`src/rtl/pvg_pkg.sv`:
```
// Shared types, constants and helper functions of the primitive vertex generator.
package pvg_pkg;

  localparam int ANG_W  = 32;
  localparam int QUO_W  = 33;
  localparam int IDX_W  = 11;
  localparam int PART_W = 3;
  localparam int POS_W  = 23;
  localparam int NRM_W  = 16;
  localparam int TEX_W  = 15;
  localparam int HH_W   = 15;
  localparam int SAT_W  = 40;

  // CORDIC start value: 2^30 divided by the rotator gain
  localparam logic [ANG_W-1:0] CORDIC_GAIN = 32'd652032874;

  // Shape codes
  localparam logic [1:0] SHAPE_SPHERE   = 2'd0;
  localparam logic [1:0] SHAPE_CAPSULE  = 2'd1;
  localparam logic [1:0] SHAPE_CYLINDER = 2'd2;

  // Cylinder part codes
  localparam logic [PART_W-1:0] PART_SIDE       = 3'd0;
  localparam logic [PART_W-1:0] PART_TOP_CENTRE = 3'd1;
  localparam logic [PART_W-1:0] PART_TOP_RIM    = 3'd2;
  localparam logic [PART_W-1:0] PART_BOT_CENTRE = 3'd3;
  localparam logic [PART_W-1:0] PART_BOT_RIM    = 3'd4;

  // Register indexes
  localparam logic [1:0] REG_SHAPE_KIND    = 2'd0;
  localparam logic [1:0] REG_SEGMENT_COUNT = 2'd1;
  localparam logic [1:0] REG_RING_COUNT    = 2'd2;
  localparam logic [1:0] REG_HALF_HEIGHT   = 2'd3;

  // Vertex class decided by the front end
  typedef enum logic [2:0] {
    VK_SPHERE,
    VK_CAPSULE,
    VK_SIDE,
    VK_CENTRE,
    VK_RIM
  } vkind_t;

  typedef struct packed {
    logic             bad;
    vkind_t           kind;
    logic             top;
    logic [IDX_W-1:0] ring;
    logic [IDX_W-1:0] col;
  } cmd_t;

  typedef struct packed {
    logic signed [POS_W-1:0] pos_x;
    logic signed [POS_W-1:0] pos_y;
    logic signed [POS_W-1:0] pos_z;
    logic signed [NRM_W-1:0] norm_x;
    logic signed [NRM_W-1:0] norm_y;
    logic signed [NRM_W-1:0] norm_z;
    logic [TEX_W-1:0]        tex_u;
    logic [TEX_W-1:0]        tex_v;
    logic                    index_invalid;
  } result_t;

  // arctan(2^-i) as a fraction of a full turn, 2^32 per turn
  function automatic logic [ANG_W-1:0] atan_turn(input int unsigned i);
    logic [ANG_W-1:0] r;
    case (i)
      0:  r = 32'h20000000;
      1:  r = 32'h12E4051E;
      2:  r = 32'h09FB385B;
      3:  r = 32'h051111D4;
      4:  r = 32'h028B0D43;
      5:  r = 32'h0145D7E1;
      6:  r = 32'h00A2F61E;
      7:  r = 32'h00517C55;
      8:  r = 32'h0028BE53;
      9:  r = 32'h00145F2F;
      10: r = 32'h000A2F98;
      11: r = 32'h000517CC;
      12: r = 32'h00028BE6;
      13: r = 32'h000145F3;
      14: r = 32'h0000A2FA;
      15: r = 32'h0000517D;
      16: r = 32'h000028BE;
      17: r = 32'h0000145F;
      18: r = 32'h00000A30;
      19: r = 32'h00000518;
      20: r = 32'h0000028C;
      21: r = 32'h00000146;
      22: r = 32'h000000A3;
      23: r = 32'h00000051;
      24: r = 32'h00000029;
      25: r = 32'h00000014;
      26: r = 32'h0000000A;
      27: r = 32'h00000005;
      28: r = 32'h00000003;
      29: r = 32'h00000001;
      30: r = 32'h00000001;
      default: r = 32'h00000000;
    endcase
    return r;
  endfunction

  // Signed saturation to a w-bit range
  function automatic logic signed [SAT_W-1:0] sat_s(input logic signed [SAT_W-1:0] v,
                                                     input int unsigned w);
    logic signed [SAT_W-1:0] hi;
    logic signed [SAT_W-1:0] lo;
    hi = signed'((SAT_W'(1) << (w - 1)) - SAT_W'(1));
    lo = -hi - SAT_W'(1);
    if (v > hi) return hi;
    else if (v < lo) return lo;
    return v;
  endfunction

  // Unsigned saturation to a w-bit range
  function automatic logic signed [SAT_W-1:0] sat_u(input logic signed [SAT_W-1:0] v,
                                                     input int unsigned w);
    logic signed [SAT_W-1:0] hi;
    hi = signed'((SAT_W'(1) << w) - SAT_W'(1));
    if (v > hi) return hi;
    else if (v < 0) return '0;
    return v;
  endfunction

endpackage

```
`src/rtl/pvg_front.sv`:
```
// Front end: request check, vertex classification and command queue.
module pvg_front #(
  parameter int MAX_SEGMENTS = 1024
) (
  input  logic                          clk,
  input  logic                          rst,
  input  logic                          push,
  output logic                          full,
  input  logic [pvg_pkg::IDX_W-1:0]     ring_index,
  input  logic [pvg_pkg::IDX_W-1:0]     column_index,
  input  logic [pvg_pkg::PART_W-1:0]    cylinder_part,
  input  logic [1:0]                    shape_kind,
  input  logic [pvg_pkg::IDX_W-1:0]     segment_count,
  input  logic [pvg_pkg::IDX_W-1:0]     ring_count,
  input  logic                          cmd_pop,
  output logic                          cmd_empty,
  output pvg_pkg::cmd_t                 cmd_head
);
  import pvg_pkg::*;

  localparam int FDEPTH = 4;
  localparam int FPTR_W = $clog2(FDEPTH);
  localparam int FCNT_W = $clog2(FDEPTH + 1);

  cmd_t              cmd_in;
  logic              seg_bad;
  logic              ring_bad;
  logic              wr_en;
  cmd_t              fifo_mem [0:FDEPTH-1];
  logic [FPTR_W-1:0] wptr;
  logic [FPTR_W-1:0] rptr;
  logic [FCNT_W-1:0] count;

  // Range checks and vertex class
  always_comb begin
    seg_bad  = (segment_count < 11'd3) || (32'(segment_count) > 32'(MAX_SEGMENTS));
    ring_bad = (ring_count < 11'd2) || (32'(ring_count) > 32'(MAX_SEGMENTS));
    cmd_in.ring = ring_index;
    cmd_in.col  = column_index;
    cmd_in.bad  = 1'b0;
    cmd_in.kind = VK_SPHERE;
    cmd_in.top  = 1'b0;
    priority if (shape_kind > SHAPE_CYLINDER || seg_bad) begin
      cmd_in.bad = 1'b1;
    end else if (shape_kind != SHAPE_CYLINDER) begin
      cmd_in.bad  = ring_bad || (ring_index > ring_count) || (column_index > segment_count);
      cmd_in.kind = (shape_kind == SHAPE_CAPSULE) ? VK_CAPSULE : VK_SPHERE;
      cmd_in.top  = ({ring_index, 1'b0} < {1'b0, ring_count});
    end else begin
      cmd_in.bad = (cylinder_part > PART_BOT_RIM) ||
                   ((cylinder_part == PART_SIDE) && (ring_index > 11'd1)) ||
                   (((cylinder_part == PART_SIDE) || (cylinder_part == PART_TOP_RIM) ||
                     (cylinder_part == PART_BOT_RIM)) && (column_index > segment_count));
      if (cylinder_part == PART_SIDE) begin
        cmd_in.kind = VK_SIDE;
        cmd_in.top  = (ring_index != '0);
      end else begin
        cmd_in.kind = ((cylinder_part == PART_TOP_CENTRE) ||
                       (cylinder_part == PART_BOT_CENTRE)) ? VK_CENTRE : VK_RIM;
        cmd_in.top  = (cylinder_part <= PART_TOP_RIM);
      end
    end
  end

  // Command queue
  assign full      = (count == FCNT_W'(FDEPTH));
  assign cmd_empty = (count == '0);
  assign wr_en     = push && !full;
  assign cmd_head  = fifo_mem[rptr];

  always_ff @(posedge clk) begin
    if (wr_en) begin
      fifo_mem[wptr] <= cmd_in;
    end
  end

  always_ff @(posedge clk) begin
    if (rst) begin
      wptr  <= '0;
      rptr  <= '0;
      count <= '0;
    end else begin
      if (wr_en) wptr <= wptr + FPTR_W'(1);
      if (cmd_pop) rptr <= rptr + FPTR_W'(1);
      count <= count + FCNT_W'(wr_en) - FCNT_W'(cmd_pop);
    end
  end

`ifndef NO_ASSERTIONS
  a_count_bound: assert property (@(posedge clk) disable iff (rst)
    count <= FCNT_W'(FDEPTH))
    else $error("command queue count out of range");
  a_pop_nonempty: assert property (@(posedge clk) disable iff (rst)
    cmd_pop |-> count != '0)
    else $error("command queue read while empty");
`endif

endmodule

```
`config.mk`:
```
export PLATFORM = sky130hd
export DESIGN_NAME = pvg_front
export DESIGN_NICKNAME = d
export VERILOG_FILES = /design/src/rtl/pvg_pkg.sv /design/src/rtl/pvg_front.sv
export SDC_FILE = /design/constraint.sdc
export NUM_CORES = 1
export LEC_CHECK = 0
export BUFFER_PORTS_ARGS = -buffer_cell sky130_fd_sc_hd__clkbuf_2
export CORE_MARGIN = 2
export CORE_UTILIZATION = 30
export CTS_BUF_LIST = sky130_fd_sc_hd__clkbuf_8
export CTS_CLUSTER_DIAMETER = 50
export DETAILED_ROUTE_END_ITERATION = 8
export PLACE_DENSITY = 0.51
export REMOVE_ABC_BUFFERS = 1
export SLEW_MARGIN = 10
export SYNTH_ARGS = -nofsm -noshare
export SYNTH_HDL_FRONTEND = slang
export SYNTH_SLANG_ARGS = --single-unit
export TNS_END_PERCENT = 1
```
`constraint.sdc`:
```
create_clock -name clk -period 2.59 [get_ports clk]
set_input_delay 0.259 -clock clk [delete_from_list [all_inputs] [get_ports clk]]
set_output_delay 0.259 -clock clk [all_outputs]
set_load 0.005 [all_outputs]
```
==> summary.txt, run 1 <==
====================================================================================================
Run status                                                                                 completed
Cells after synthesis                                                                            320
Root buf cell                                                                           sky130_fd_sc_hd__clkbuf_8
Post-CTS sizing                                                                                    0
Count of routing violations after the opening detailed-route iteration                           110
DRC viols                                                                                          0
Top cell type by total area after synthesis                                             sky130_fd_sc_hd__edfxtp_1
Overall power consumption                                                                   5.038 mW
Die Area                                                                                  18,690 µm²
Count of flip-flops with a built-in enable after synthesis                                       108
Clock-pin slew reported for the worst setup and hold paths after clock tree synthesis        0.07 ns
Count of cell types in the netlist                                                                44
Achievable frequency                                                                      0.4816 GHz
Relative slew slack                                                                           48.38%
# rows                                                                                            48
Depth of the CTS H-tree                                                                            4
Maximum buffer depth of the clock tree                                                             2
Hold Path Class                                                                         input port to register
Total vias in the final route                                                                  3,081
Number of global-route vias before repair                                                      3,333
Area of the multi-input gates                                                               1718 µm²
Aggregate global-route resource usage                                                         13.37%
Measured slew at the worst slew-check pin                                                  0.7662 ns
Avg Vias per Cell                                                                              4.704
Layout cells sized above 1                                                                    33.95%
Data arrival time of the critical path                                                       2.40 ns
Fraction of synthesized cell area taken by the top area cell type                             61.38%
Sequential Area                                                                             3425 µm²
Crit path required time                                                                      2.91 ns
Cell types occupying the most area after synthesis                                      sky130_fd_sc_hd__edfxtp_1 61%, sky130_fd_sc_hd__mux4_2 12%, sky130_fd_sc_hd__ha_1 9.0%, sky130_fd_sc_hd__dfxtp_1 3.4%, sky130_fd_sc_hd__inv_1 2.0%
Antenna violations before repair                                                                   0
Number of filler cells placed in the layout                                                    1,644
Number of sinks handled by clock tree synthesis                                                  117
Antenna Violating Nets Remaining                                                                   0
Antenna cells                                                                                      0
Number of clock buffers inserted by TritonCTS                                                     17
Synth-to-Final Area Change                                                                    21.48%
Later-pin clock latency in the skew report                                                   0.44 ns
Hold Slack                                                                                0.05983 ns
Power density over the cells                                                            784.8 nW/µm²
Summed negative setup slack over all endpoints                                                  0 ns
Final count of pins violating max slew                                                             0
Initial cell density of the core                                                              30.65%
Max capacitance violation total                                                                    0
Flops & latches, synth                                                                           117
Count of synthesis-stage warnings from yosys                                                       0
Proportion of synthesized chip area in sequential cells                                       64.79%
Placed instance area                                                                        5992 µm²
Detailed placement HPWL                                                                     7.650 mm
Final Setup Violations                                                                             0
Post-CTS setup repair buffer count                                                                 0
Highest net fanout along the worst path                                                            7
Final Skew                                                                               0.005775 ns
Number of cells after detailed placement                                                         624
Clock tree from TritonCTS                                                                       done
Type of origin of the critical path                                                         register
Die H                                                                                       136.7 µm
WL final                                                                                    11.32 mm
Final critical path time including I/O delays and setup                                     2.077 ns
Worst VDD drop                                                                           0.0003296 V
Horiz. Die Dim                                                                              136.7 µm
Dominant synthesized flop cell                                                          sky130_fd_sc_hd__edfxtp_1
Total standard cell area after synthesis                                                    5284 µm²
I/O Pins                                                                                          82
End-of-flow core utilization                                                                  37.24%
Type of the worst setup path                                                            register to register
Placer congestion estimate                                                                    0.7795
Wire length of the first global-routing pass                                                17.91 mm
Post-CTS Hold Buffers                                                                              0
Final Instance Area                                                                         6419 µm²
Final #Nets                                                                                      510
Period Utilization, post-route                                                                80.17%
Unrepaired setup endpoints after global routing                                                false
Critical Path End Type                                                                      register
Final-report hold violation count                                                                  0
Grt ovf                                                                                            0
Drt wl/cell                                                                                 17.29 µm
Core Region                                                                               17,240 µm²
Fin worst setup slack                                                                      0.5135 ns
Final cell count without fillers                                                                 655
Post-synth ARST share                                                                             0%
Dpl ws                                                                                     0.3483 ns
Pin count of the biggest net entering global routing                                              28
Number of buffers inserted by port buffering                                                      81
Leakage                                                                                     2.417 nW
Total iterations of the first detailed-routing run                                                 4
Average cell area after synthesis                                                          16.51 µm²
====================================================================================================
-- cell type report --
cell class	instances	area share, %
sequential	117	53.35
clock buffer	17	3.645
inverter	28	1.637
clock inverter	14	3.002
timing repair buffer	87	7.212
multi-input combinational	167	26.76
tap	225	4.386
-- cell families (layout without fill, tap and decap cells) --
logic type / count (synthesis) / count (layout) / synth area share, %
mux: 29 / 29 / 11.91
xor+xnor: 5 / 5 / 0.8289
buf+inv: 36 / 146 / 2.699
flops: 117 / 117 / 64.79
fa+ha+maj: 39 / 39 / 9.377
simple gates: 62 / 62 / 6.559
compound gates: 32 / 32 / 3.836
-- state kept, by name, summed over array words and instances, names as in the netlist, named ones only --
signal	count
count	3
rptr	2
wptr	2
fifo_mem	108
-- Yosys cell counts, types with 2 or more instances --
cell type and n:
sky130_fd_sc_hd__edfxtp_1 108, sky130_fd_sc_hd__ha_1 38, sky130_fd_sc_hd__inv_1 28, sky130_fd_sc_hd__mux4_2 27, sky130_fd_sc_hd__a21oi_1 13, sky130_fd_sc_hd__nor2_1 12
sky130_fd_sc_hd__dfxtp_1 9, sky130_fd_sc_hd__nand2_1 9, sky130_fd_sc_hd__nor3_1 8, sky130_fd_sc_hd__nand3_1 5, sky130_fd_sc_hd__nand4_1 5, sky130_fd_sc_hd__o21ai_0 5
sky130_fd_sc_hd__and2_1 4, sky130_fd_sc_hd__clkbuf_1 4, sky130_fd_sc_hd__nor4_1 4, sky130_fd_sc_hd__nand3b_1 3, sky130_fd_sc_hd__nor2b_1 3, sky130_fd_sc_hd__xnor2_1 3
sky130_fd_sc_hd__a211o_1 2, sky130_fd_sc_hd__a211oi_1 2, sky130_fd_sc_hd__buf_2 2, sky130_fd_sc_hd__nand2b_1 2, sky130_fd_sc_hd__nor3b_1 2, sky130_fd_sc_hd__xor2_1 2
-- cell usage in the layout (no fill, tap or decap), types with 4 or more instances in the layout --
cell type                   count
sky130_fd_sc_hd__nand4_1        5
sky130_fd_sc_hd__clkbuf_2      81
sky130_fd_sc_hd__clkinv_2       4
sky130_fd_sc_hd__dfxtp_1        8
sky130_fd_sc_hd__mux4_2        27
sky130_fd_sc_hd__buf_4          5
sky130_fd_sc_hd__nor4_1         4
sky130_fd_sc_hd__bufinv_16      5
sky130_fd_sc_hd__o21ai_0        5
sky130_fd_sc_hd__nor2_1        12
sky130_fd_sc_hd__edfxtp_1     108
sky130_fd_sc_hd__ha_1          38
sky130_fd_sc_hd__clkbuf_8      17
sky130_fd_sc_hd__a21oi_1       13
sky130_fd_sc_hd__nand2_1        9
sky130_fd_sc_hd__nor3_1         8
sky130_fd_sc_hd__inv_1         30
sky130_fd_sc_hd__nand3_1        5
sky130_fd_sc_hd__and2_1         4
-- power by group --
part           internal, mW  leakage, nW  total (mW)  switching [mW]
clock network          1.12        0.222        1.82           0.701
registers              2.31         1.06        2.37          0.0642
logic                 0.390         1.13       0.846           0.456
-- worst max-delay path: stages (launching register included) --
cell	delay, ns
sky130_fd_sc_hd__dfxtp_1	0.42
sky130_fd_sc_hd__nor3b_1	0.09
sky130_fd_sc_hd__nor2b_1	0.40
sky130_fd_sc_hd__ha_1	0.23
sky130_fd_sc_hd__inv_1	0.05
sky130_fd_sc_hd__fa_1	0.40
sky130_fd_sc_hd__xor2_1	0.17
sky130_fd_sc_hd__xnor2_1	0.14
sky130_fd_sc_hd__nor2_1	0.06
-- routing by layer --
| layer | share of wire (%) | GRT usage [%] | vias to the layer above |
|---|---|---|---|
| met2 | 49 | 22.42 | 78 |
| met5 | 0 | 0 | - |
| met1 | 44 | 15.92 | 1531 |
| met3 | 5.2 | 3.444 | 19 |
| li1 | - | - | 1453 |
| met4 | 2.4 | 6.713 | 0 |
-- final timing paths --
check                  startpoint             end  slack, ns  cells after the start
setup / recovery         count[1]        count[2]       0.51                      8
hold / removal    column_index[9]  fifo_mem[3][9]       0.06                      1
setup reg to reg         count[1]        count[2]       0.51                      8
hold reg to reg           rptr[1]         rptr[1]       0.54                      2
Note: power is estimated with default switching activity, not from simulation.
==> run 2: changes to the inputs <==
--- a/config.mk
+++ b/config.mk
@@ -5,13 +5,14 @@
 export SDC_FILE = /design/constraint.sdc
 export NUM_CORES = 1
 export LEC_CHECK = 0
+export ABC_AREA = 1
 export BUFFER_PORTS_ARGS = -buffer_cell sky130_fd_sc_hd__clkbuf_2
 export CORE_MARGIN = 2
 export CORE_UTILIZATION = 30
 export CTS_BUF_LIST = sky130_fd_sc_hd__clkbuf_8
 export CTS_CLUSTER_DIAMETER = 50
 export DETAILED_ROUTE_END_ITERATION = 8
-export PLACE_DENSITY = 0.51
+export PLACE_DENSITY = 0.5
 export REMOVE_ABC_BUFFERS = 1
 export SLEW_MARGIN = 10
 export SYNTH_ARGS = -nofsm -noshare
==> constraint.sdc (replaced) <==
create_clock -name clk -period 2.06 [get_ports clk]
set_input_delay 0.206 -clock clk [delete_from_list [all_inputs] [get_ports clk]]
set_output_delay 0.206 -clock clk [all_outputs]
set_load 0.005 [all_outputs]
==> run 2 against run 1 <==
Global-route usage grew 1.3 points. Clock power grew 38%. Synthesized cell count grew 60%. Combinational power grew 29%. Clock skew is essentially flat. Die area grew 4.1%. Non-clock buffer count grew 13. Critical path depth shrank 3. Utilization grew 0.85 points. Sequential share of layout area shrank 3.3 points. Via count grew 31%.
==> summary.txt, run 2 <==
====================================================================================================
Flops & latches, synth                                                                           117   unchanged
Antenna Violating Nets Remaining                                                                   0   unchanged
Top cell type by total area after synthesis                                             sky130_fd_sc_hd__edfxtp_1
Antenna violations before repair                                                                   0   unchanged
Buf/Inv on CP                                                                                      3   +2
Number of buffers inserted by port buffering                                                      81   unchanged
Final cell count without fillers                                                                 857   +31%
Proportion of synthesized chip area in sequential cells                                       62.14%   -2.6 points
Clock-pin slew reported for the worst setup and hold paths after clock tree synthesis        0.07 ns   about the same
Number of global-route vias before repair                                                      4,081   +22%
Total iterations of the first detailed-routing run                                                 4   unchanged
Switch Pwr                                                                                  1.712 mW   +40%
Overall power consumption                                                                   6.590 mW   +31%
Measured slew at the worst slew-check pin                                                  0.4339 ns   -0.3322 ns
Synth-to-Final Area Change                                                                    24.21%
Die H                                                                                       139.5 µm   +2.0%
Relative slew slack                                                                           71.03%   +23 points
Final count of pins violating max slew                                                             0   unchanged
Wire length of the first global-routing pass                                                21.70 mm   +21%
Count of cell types in the netlist                                                                24   -45%
Top Registers                                                                           fifo_mem x108, count x3
Depth of the CTS H-tree                                                                            4   unchanged
Horiz. Die Dim                                                                              139.5 µm   +2.0%
Global-route track usage on met3                                                              3.166%   -0.28 points
Most frequent cells in the layout                                                       108 x sky130_fd_sc_hd__edfxtp_1, 85 x sky130_fd_sc_hd__nor2_1, 81 x sky130_fd_sc_hd__clkbuf_2, 58 x sky130_fd_sc_hd__nand2_1, 55 x sky130_fd_sc_hd__o21ai_0
Clock tree from TritonCTS                                                                       done
Most flop-heavy register                                                                    fifo_mem
Count of synthesis-stage warnings from yosys                                                       0   unchanged
Later-pin clock latency in the skew report                                                   0.43 ns   about the same
Die Area                                                                                  19,460 µm²   +4.1%
Root buf cell                                                                           sky130_fd_sc_hd__clkbuf_8
Pin count of the biggest net entering global routing                                              29   +3.6%
Part of the power in combinational logic                                                       16.6%   -0.2 points
Post-synth ARST share                                                                             0%   unchanged
Type of the worst setup path                                                            register to primary output
Most common cell after layout, fill and taps aside                                      sky130_fd_sc_hd__edfxtp_1
Fraction of synthesized cell area taken by the top area cell type                             58.87%   -2.5 points
Routing layer with the top usage in global route                                                met2
Drt wl/cell                                                                                 15.55 µm   -10%
Count of flip-flops with a built-in enable after synthesis                                       108   unchanged
Initial cell density of the core                                                              30.67%   about the same
Detailed placement HPWL                                                                     9.202 mm   +20%
Hold Path Class                                                                         input port to register
Grt ovf                                                                                            0   unchanged
Final critical path time including I/O delays and setup                                     1.894 ns
Antenna cells                                                                                      0   unchanged
DRC viols                                                                                          0   unchanged
Final #Nets                                                                                      707   +39%
Dominant synthesized flop cell                                                          sky130_fd_sc_hd__edfxtp_1
Data arrival time of the critical path                                                       1.69 ns   -0.71 ns
Achievable frequency                                                                      0.5280 GHz
Total vias in the final route                                                                  4,027   +31%
Final Skew                                                                               0.006097 ns   +0.0003214 ns
GR Layer Usage met2                                                                           25.03%   +2.6 points
Hold Slack                                                                                0.03493 ns   -0.02490 ns
Most frequently used cell type in the post-synthesis netlist                            sky130_fd_sc_hd__edfxtp_1
Highest net fanout along the worst path                                                           21   +14
Total standard cell area after synthesis                                                    5509 µm²   +4.3%
Placer congestion estimate                                                                    0.8533   +9.5%
Internal power                                                                              4.878 mW   +28%
GR Util met1                                                                                  18.31%   +2.4 points
Period Utilization, post-route                                                                91.95%
Switching Fraction                                                                            25.98%   +1.7 points
Max capacitance violation total                                                                    0   unchanged
Power density over the cells                                                            963.1 nW/µm²   +23%
Unrepaired setup endpoints after global routing                                                false
Core Region                                                                               17,960 µm²   +4.2%
WL final                                                                                    13.32 mm   +18%
Average cell area after synthesis                                                          10.74 µm²   -35%
Largest stage delay, worst path                                                              0.33 ns   -0.09 ns
Kind of cell with the highest combined delay on the critical path                       buffers and inverters
Final-report hold violation count                                                                  0   unchanged
Worst VDD drop                                                                           0.0004597 V   +39%
# rows                                                                                            49   +2.1%
Number of cells after detailed placement                                                         820   +31%
Cells after synthesis                                                                            513   +60%
Final Setup Violations                                                                             0   unchanged
Critical Path End Type                                                                  primary output
Summed negative setup slack over all endpoints                                                  0 ns   unchanged
Number of clock buffers inserted by TritonCTS                                                     17   unchanged
Leakage                                                                                     2.807 nW   +16%
Number of sinks handled by clock tree synthesis                                                  117   unchanged
Dpl ws                                                                                     0.3029 ns   -0.04540 ns
Run status                                                                                 completed
Type of origin of the critical path                                                         register
Maximum buffer depth of the clock tree                                                             2   unchanged
Max FFs per register                                                                             108   unchanged
Layout cells sized above 1                                                                    22.29%   -12 points
Fin worst setup slack                                                                      0.1659 ns   -0.3476 ns
Aggregate global-route resource usage                                                         14.70%   +1.3 points
Avg Vias per Cell                                                                              4.699   -0.10%
Leading cell types by count after synthesis                                             108 x sky130_fd_sc_hd__edfxtp_1, 89 x sky130_fd_sc_hd__nor2_1, 58 x sky130_fd_sc_hd__nand2_1
I/O Pins                                                                                          82   unchanged
Clock network fraction of design power                                                         38.3%   +2.2 points
Portion of total power attributed to sequential cells                                          45.1%   -2.0 points
Crit path required time                                                                      1.85 ns   -1.06 ns
Cell Chain, Critical Path                                                               inv_2 -> buf_4 -> o21ai_0 -> o22ai_1 -> clkbuf_2
CP max stage cell                                                                       sky130_fd_sc_hd__dfxtp_1
Cell types occupying the most area after synthesis                                      sky130_fd_sc_hd__edfxtp_1 59%, sky130_fd_sc_hd__ha_1 8.6%, sky130_fd_sc_hd__nor2_1 6.1%, sky130_fd_sc_hd__o21ai_0 5.0%, sky130_fd_sc_hd__nand2_1 4.0%
Count of routing violations after the opening detailed-route iteration                           213   +94%
====================================================================================================
## run 2: final cells by class
class | count | area (µm²)
fill | 1787 | 11120
sequential | 117 | 3427
multi-input combinational | 326 | 1828
timing repair buffer | 100 | 614.3
tap | 229 | 286.5
clock inverter | 15 | 254.0
clock buffer | 17 | 234.0
inverter | 53 | 198.9
## run 2: worst paths after layout
path                                 startpoint        endpoint  slack, ns  cells past startpoint
worst max-delay path                   register     cmd_head[9]       0.17                      5
worst min-delay path            column_index[4]  fifo_mem[3][4]       0.03                      1
worst max register to register         count[1]        count[2]       0.41                      9
worst min register to register          rptr[1]        register       0.51                      2
## run 2: kinds of logic (layout without fill, tap and decap cells)
kind of cell               after synthesis  count (layout)  synth area share [%]
adders and majority gates               39              39                 8.994
buffers and inverters                   70             185                 4.974
AOI/OAI and AO/OA                      108             108                 10.56
and+or+nand+nor                        178             178                 13.17
DFF                                    117             117                 62.14
xor gates and xnor gates                 1               1                0.1590
## run 2: power groups by stage
stage	Clock [mW]	Sequential, mW	Combinational, mW
3_5_place_dp	0	3.03	1.11
3_3_place_gp	0	3.02	1.09
5_1_grt	2.69	3.00	1.26
6_report	2.52	2.98	1.09
2_1_floorplan	0	3.03	0.556
4_1_cts	2.59	2.98	1.12
## run 2: per-layer routing
layer / routed length (µm) / part of all wire (%)
met4: 211 / 1.6
met5: 0 / 0
met3: 489 / 3.7
met1: 6069 / 46
met2: 6552 / 49
## run 2: what timing repair did
action / 4_1_cts / 5_1_grt
resized for setup: 1 / 2
setup endpoints to repair: 2 / 1
setup buffers: 0 / 0
hold buffers: 5 / 0
endpoints found under the hold margin: 20 / 0
cloned: 0 / 0
## run 2: worst register-to-register path, cell delays in order, from the launching register on
cell,delay (ns)
sky130_fd_sc_hd__dfxtp_1,0.41
sky130_fd_sc_hd__inv_1,0.07
sky130_fd_sc_hd__nand3_1,0.10
sky130_fd_sc_hd__nand2_1,0.08
sky130_fd_sc_hd__inv_1,0.08
sky130_fd_sc_hd__ha_1,0.14
sky130_fd_sc_hd__inv_1,0.05
sky130_fd_sc_hd__fa_1,0.40
sky130_fd_sc_hd__nand2_1,0.07
sky130_fd_sc_hd__nor3b_1,0.15
## run 2: through the flow
stage | utilization (%) | instance area (µm²)
6_report | 38.09 | 6843
5_1_grt | 38.09 | 6843
4_1_cts | 38.04 | 6833
3_5_place_dp | 35.03 | 6292
3_3_place_gp | 35.03 | 6292
2_1_floorplan | - | 5434
